--- src/sv/drml_pkg.sv ---
// Package for the dirty-region merge list: sizes, opcodes and cell types.
`timescale 1ns / 1ps
package drml_pkg;
  localparam int MaxRegions = 16;
  localparam int IdxW = $clog2(MaxRegions);
  localparam int CntW = $clog2(MaxRegions + 1);
  localparam int CoordW = 16;

  localparam logic [1:0] OpAdd = 2'd0;
  localparam logic [1:0] OpRead = 2'd1;
  localparam logic [1:0] OpClear = 2'd2;

  typedef struct packed {
    logic signed [CoordW-1:0] x0;
    logic signed [CoordW-1:0] y0;
    logic signed [CoordW-1:0] x1;
    logic signed [CoordW-1:0] y1;
  } rect_t;

  // Per-cell control from the sequencer.
  typedef struct packed {
    logic clear;
    logic append;
  } cell_ctrl_t;
endpackage

--- src/sv/dirty_region_merge_list.sv ---
// Top level of the dirty-region merge list: cell chain and sequencer.
//
//  channel | dir | content
//  s_axis  | in  | tdata: opcode, left_x, top_y, right_x, bottom_y, read_index
//  m_axis  | out | tdata: accepted, entry_count, out_left_x..out_bottom_y
//  cfg     | in  | capacity_limit
//
// An add folds in one overlapping cell per merge step until none is left; reads and clears skip the merge.
// The merge loop is bound by the single-hit-per-cycle priority pick over the cells.
// Reset empties the list and sets capacity to 16.
// A waiting result in the output register blocks new input only until taken.
`timescale 1ns / 1ps
module dirty_region_merge_list (
  input  logic        clk,
  input  logic        rst,
  input  logic        s_axis_tvalid,
  output logic        s_axis_tready,
  // opcode[1:0], left_x[17:2], top_y[33:18], right_x[49:34], bottom_y[65:50],
  // read_index[69:66], zero pad to 72 bits
  input  logic [71:0] s_axis_tdata,
  output logic        m_axis_tvalid,
  input  logic        m_axis_tready,
  // accepted[0], entry_count[5:1], out_left_x[21:6], out_top_y[37:22],
  // out_right_x[53:38], out_bottom_y[69:54], zero pad to 72 bits
  output logic [71:0] m_axis_tdata,
  input  logic        cfg_wr_en,
  input  logic [4:0]  cfg_wr_data
);
  import drml_pkg::*;

  typedef enum logic [2:0] {
    StIdle = 3'b001,
    StMerge = 3'b010,
    StDone = 3'b100
  } state_t;

  state_t state;
  logic [4:0] capacity;
  logic [1:0] op;
  logic [IdxW-1:0] rd_idx;
  rect_t probe;
  rect_t cell_rect [MaxRegions];
  logic [MaxRegions-1:0] cell_valid, cell_hit, shift_en, take_up;
  logic [MaxRegions-1:0] append_here;
  cell_ctrl_t ctrl;
  logic any_hit;
  logic hit_seen;
  rect_t hit_rect;
  logic [CntW-1:0] count;
  logic [CntW-1:0] cap_eff;
  logic can_store;

  // Capacity register.
  always_ff @(posedge clk) begin
    if (rst) begin
      capacity <= 5'd16;
    end else if (cfg_wr_en) begin
      capacity <= cfg_wr_data;
    end
  end

  assign cap_eff = (capacity > 5'(MaxRegions)) ? CntW'(MaxRegions) : CntW'(capacity);
  assign count = CntW'($countones(cell_valid));
  assign can_store = (count < cap_eff);
  assign any_hit = |cell_hit;

  // Priority pick of the first overlapping cell; cells from it on shift down.
  always_comb begin
    hit_rect = '0;
    shift_en = '0;
    hit_seen = 1'b0;
    for (int i = MaxRegions - 1; i >= 0; i--) begin
      if (cell_hit[i]) hit_rect = cell_rect[i];
    end
    for (int i = 0; i < MaxRegions; i++) begin
      hit_seen = hit_seen | cell_hit[i];
      shift_en[i] = (state == StMerge) && hit_seen;
      take_up[i] = 1'b1;
      append_here[i] = (CntW'(i) == count);
    end
  end

  assign ctrl.clear = (state == StIdle) && s_axis_tvalid && s_axis_tready &&
                      (s_axis_tdata[1:0] == OpClear);
  assign ctrl.append = (state == StMerge) && !any_hit && (op == OpAdd) && can_store;

  genvar g;
  generate
    for (g = 0; g < MaxRegions; g++) begin : g_cell
      rect_t up_r;
      logic up_v;
      if (g == MaxRegions - 1) begin : g_last
        assign up_r = cell_rect[g];
        assign up_v = 1'b0;
      end else begin : g_mid
        assign up_r = cell_rect[g+1];
        assign up_v = cell_valid[g+1];
      end
      drml_cell u_cell (
        .clk(clk), .rst(rst), .ctrl(ctrl), .take_up(take_up[g]),
        .shift(shift_en[g]), .append_here(append_here[g]), .probe(probe),
        .up_rect(up_r), .up_valid(up_v), .rect(cell_rect[g]),
        .valid(cell_valid[g]), .hit(cell_hit[g])
      );
    end
  endgenerate

  assign s_axis_tready = (state == StIdle) && !m_axis_tvalid;

  // Sequencer: accept, merge an add until no cell overlaps, then build the result; reads and clears go straight to it.
  always_ff @(posedge clk) begin
    if (rst) begin
      state <= StIdle;
      m_axis_tvalid <= 1'b0;
    end else begin
      if (m_axis_tvalid && m_axis_tready) m_axis_tvalid <= 1'b0;
      case (state)
        StIdle: begin
          if (s_axis_tvalid && s_axis_tready) begin
            op <= s_axis_tdata[1:0];
            probe <= {s_axis_tdata[17:2], s_axis_tdata[33:18],
                      s_axis_tdata[49:34], s_axis_tdata[65:50]};
            rd_idx <= s_axis_tdata[69:66];
            state <= (s_axis_tdata[1:0] == OpAdd) ? StMerge : StDone;
          end
        end
        StMerge: begin
          if (any_hit) begin
            probe.x0 <= (hit_rect.x0 < probe.x0) ? hit_rect.x0 : probe.x0;
            probe.y0 <= (hit_rect.y0 < probe.y0) ? hit_rect.y0 : probe.y0;
            probe.x1 <= (hit_rect.x1 > probe.x1) ? hit_rect.x1 : probe.x1;
            probe.y1 <= (hit_rect.y1 > probe.y1) ? hit_rect.y1 : probe.y1;
          end else begin
            // The count reported includes the entry appended in this cycle.
            m_axis_tdata <= {2'b0, 64'b0, count + CntW'(can_store), can_store};
            m_axis_tvalid <= 1'b1;
            state <= StIdle;
          end
        end
        StDone: begin
          m_axis_tvalid <= 1'b1;
          state <= StIdle;
          if (op == OpRead && cell_valid[rd_idx]) begin
            m_axis_tdata <= {2'b0, cell_rect[rd_idx].y1, cell_rect[rd_idx].x1,
                             cell_rect[rd_idx].y0, cell_rect[rd_idx].x0, count, 1'b1};
          end else begin
            m_axis_tdata <= {2'b0, 64'b0, count, (op == OpClear)};
          end
        end
        default: state <= StIdle;
      endcase
    end
  end
endmodule

--- src/sv/drml_cell.sv ---
// One list cell: holds a rectangle, tests it against the probe, and shifts down.
`timescale 1ns / 1ps
module drml_cell (
  input  logic                 clk,
  input  logic                 rst,
  input  drml_pkg::cell_ctrl_t ctrl,
  input  logic                 take_up,
  input  logic                 shift,
  input  logic                 append_here,
  input  drml_pkg::rect_t      probe,
  input  drml_pkg::rect_t      up_rect,
  input  logic                 up_valid,
  output drml_pkg::rect_t      rect,
  output logic                 valid,
  output logic                 hit
);
  import drml_pkg::*;

  // Inclusive overlap test against the probe rectangle.
  assign hit = valid && (rect.x1 >= probe.x0) && (rect.x0 <= probe.x1) &&
               (rect.y1 >= probe.y0) && (rect.y0 <= probe.y1);

  // Valid flag: cleared on clear, refilled from the upper neighbor on shift, set on append.
  always_ff @(posedge clk) begin
    if (rst || ctrl.clear) begin
      valid <= 1'b0;
    end else if (shift) begin
      valid <= up_valid;
    end else if (ctrl.append && append_here) begin
      valid <= 1'b1;
    end
  end

  // Payload: shift takes the neighbor's entry, append takes the probe.
  always_ff @(posedge clk) begin
    if (shift && take_up) begin
      rect <= up_rect;
    end else if (ctrl.append && append_here) begin
      rect <= probe;
    end
  end
endmodule

--- config.mk ---
export PLATFORM = sky130hd
export DESIGN_NAME = dirty_region_merge_list
export DESIGN_NICKNAME = d
export VERILOG_FILES = /design/src/sv/drml_pkg.sv /design/src/sv/dirty_region_merge_list.sv /design/src/sv/drml_cell.sv
export SDC_FILE = /design/constraint.sdc
export NUM_CORES = 2
export LEC_CHECK = 0
export BUFFER_PORTS_ARGS = -buffer_cell sky130_fd_sc_hd__buf_4
export CAP_MARGIN = 20
export CORE_ASPECT_RATIO = 1.4
export CORE_MARGIN = 5
export CORE_UTILIZATION = 46
export CTS_BUF_LIST = sky130_fd_sc_hd__clkbuf_4 sky130_fd_sc_hd__clkbuf_8
export DETAILED_ROUTE_END_ITERATION = 8
export GPL_TIMING_DRIVEN = 1
export PLACE_DENSITY_LB_ADDON = 0.3
export SLEW_MARGIN = 20
export SYNTH_ARGS = -nofsm -noshare
export SYNTH_HDL_FRONTEND = slang
export SYNTH_SLANG_ARGS = --single-unit
--- constraint.sdc ---
create_clock -name clk -period 21.1 [get_ports clk]
set_input_delay 2.11 -clock clk [delete_from_list [all_inputs] [get_ports clk]]
set_output_delay 2.11 -clock clk [all_outputs]
set_load 0.01 [all_outputs]
==> results.yml <==
outcome:
  status: "completed"
worst_setup_path:
  critPathKind: "flip-flop to flip-flop"
  critPathTopFamily: "compound AO/OA/AOI/OAI gates"
  worstPathArrival_ns: 11.73
  worstSetupPathDepth: 27
  critical_path.most_common_cell: "buf_4"
  crit_reg_reg_endpoint: "probe[6]"
  r2r.worst_path.cells: 27
  timing.critical_path.required_ns: 21.82
  worst-path-buf-inv: 5
  cp-end-kind: "flip-flop"
  path_max_fanout: 35
  crit_slowest_cell: "a211oi_1"
  register_to_register_path_setup_slack_ns: 10.09
  critPathLaunch: "probe[25]"
  timing.critical_path.from_type: "flip-flop"
  critical-path-max-stage-delay_ns: 0.89
  critical_path.reg2reg.startpoint: "probe[25]"
detailed_routing:
  route.detailed.wl_per_inst_um: 39.2
  route.vias.total: 79100
  drt_total_wl_um: 425000
  drt_pre_antenna_iters: 7
  vias_per_cell: 7.29
  drt_first_iter_violations: 11500
  drc: 0
  drt_antenna_net_count: 0
global_route:
  wire_length_of_the_first_global_routing_pass_um: 583000
  grt.overflow.total: 0
  antenna_found_initial: 31
  track_usage_pct: 40.6
  grt_pass1_vias: 75800
  grt_max_degree: 126
sta:
  post_layout_minimum_cycle_time_ns: 11.01
  final.setup_skew_ns: 0.106
  rsz0062_at_grt: "no"
  fin_tns_setup_ns: 0
  final-max-slew-violation-count: 0
  achievable-frequency_mhz: 90.8
  timing.final.setup_violations: 0
  final_hold_viol_count: 0
  tightest_slew_ns: 1.34
  slew-limit-headroom_pct: 9.53
  layout_worst_path_cycle_share_pct: 52.2
final_layout:
  finish.net_count: 9357
  layout.cells.most_common_list: "edfxtp_1 (1164), ha_1 (1097), nand2_1 (817), o21ai_0 (770), mux2_2 (508)"
  multi_input_area_mm2: 0.0512
  fill_cell_instance_count_of_the_final_layout: 16900
  layout_commonest_cell: "edfxtp_1"
  sequential_cell_area_mm2: 0.0355
  areaGrowthSynthToFinish_pct: 10.0
  drive_gt1_share_pct: 19.9
cts:
  post_cts_resize_count: 0
  clock_transition_at_the_registers_of_the_reported_paths_ns: 0.06
  clock-root-buffer: "clkbuf_8"
  worst_skew_pair.late_latency_ns: 1.05
  cts_max_path_buffers: 4
  ctsHoldBuffers: 0
  post-cts-setup-buffers: 0
  cts_made_buffers: 211
  clock_tree_from_tritoncts: "built"
  clock_tree.htree_level_count: 4
  tritoncts_num_sinks: 1189
placement:
  port_buffers: 151
  hpwl_um: 295000
  place.gp.congestion: 1.05
die:
  fp.dieArea_mm2: 0.202
  pin_count: 156
  placement_rows: 190
  initial_standard_cell_utilization_of_the_core_pct: 46.3
  die_height_um: 530
  die_w_um: 381
  core_box_area_mm2: 0.192
power:
  ir_drop_v: 0.0000431
  power_per_unit_of_standard_cell_area_mw_per_mm2: 56.1
  fin_total_pwr_uw: 5480
  p_leak_uw: 0.0362
min_path:
  hold-path-cell-count: 2
  holdCritPathClass: "flip-flop to flip-flop"
  hold_path_startpoint: "m_axis_tvalid"
  min_delay_worst_endpoint: "m_axis_tvalid"
logic_synthesis:
  ys_seq_elements: 1189
  syn-cell-area_mm2: 0.0888
  synth_enable_flop_cells: 1164
  syn-instance-count: 8035
  mean_instance_size_in_the_synthesized_netlist_um2: 11.1
  yosysSeqAreaShare_pct: 39.9
  unique_cell_type_count_in_the_yosys_netlist: 86
  synthFlopType: "edfxtp_1"
  synth-warning-count: 0
  synth-async-reset-ratio_pct: 0
flow_run:
  reported_max_cap_violation_count: 0
power breakdown:
group	switching (uW)	internal, uW
clock network	1110	1180
logic	346	226
registers	22.2	2600
through the flow:
step                utilization, %  instance area (um2)  setup slack [ns]  hold WS [ns]  instances
floorplan                        -                88800              8.78         0.461       8036
global placement              48.7                93500             10.83         0.479      10400
detailed placement            48.7                93500             10.67         0.485      10400
CTS                           50.9                97600             10.66         0.495      10800
global route                  50.9                97700             10.27         0.508      10800
finish                        50.9                97700             10.09         0.494      10800
worst max-delay path by stage:
stage / end / slack (ns)
finish: probe[6] / 10.09
global route: probe[6] / 10.27
CTS: probe[6] / 10.66
detailed placement: probe[1] / 10.67
global placement: probe[1] / 10.83
floorplan: g_cell[3].u_cell.rect[0] / 8.78
final cells by class:
| type | instances | share of cell area, % |
|---|---|---|
| antenna | 15 | 0.0384 |
| clock buffer | 280 | 3.57 |
| clock inverter | 100 | 0.694 |
| inverter | 272 | 1.04 |
| multi-input combinational | 6144 | 52.4 |
| sequential | 1189 | 36.3 |
| tap | 2496 | 3.20 |
| timing repair buffer | 350 | 2.76 |
layer usage:
metal | up-vias | routed length, um | track usage (%)
li1 | 32000 | - | -
met1 | 38400 | 142000 | 46.5
met2 | 6486 | 182000 | 61.7
met3 | 2197 | 51100 | 11.4
met4 | 18 | 49700 | 36.9
met5 | - | 126 | 0
synthesized netlist by cell type, types with 65 or more instances:
cell	n	area, um2
a21oi_1	352	1760
o211ai_1	124	931
or2_2	66	413
nand4_1	185	1160
o41ai_1	67	587
o221ai_1	128	1120
ha_1	1097	13700
nor2_1	426	1600
mux4_2	325	7320
a211oi_1	66	495
o22ai_1	73	457
edfxtp_1	1164	35000
a21o_1	125	938
a221oi_1	81	709
nor2b_1	133	832
nand3_1	86	430
inv_1	272	1020
clkbuf_1	339	1270
buf_1	66	248
mux2_2	508	5720
nand2_1	833	3130
o21ai_0	770	3850
nor3b_1	65	488
sequential cells by signal, summed over array words and instances (netlist names):
| name | count |
|---|---|
| m_axis_tvalid | 1 |
| op | 2 |
| m_axis_tdata | 70 |
| g_cell.u_cell.rect | 1024 |
| state | 3 |
| capacity | 5 |
| g_cell.u_cell.valid | 16 |
| rd_idx | 4 |
| probe | 64 |
cell families after synthesis:
family,count (synthesis),share of synthesized area (%)
buffers and inverters,703,3.02
AOI/OAI and AO/OA,2160,15.7
xor gates and xnor gates,5,0.0493
DFF,1189,39.9
and+or+nand+nor,2015,10.7
other,1,0.00422
adders and majority gates,1107,15.7
muxes,855,14.9
tightest hold or removal path, delay by kind of cell (launching register included):
kind            cells  cell delay, ns
flops               1            0.32
simple gates        1            0.07
compound gates      1            0.06
Power figures use the tool's default switching activity.
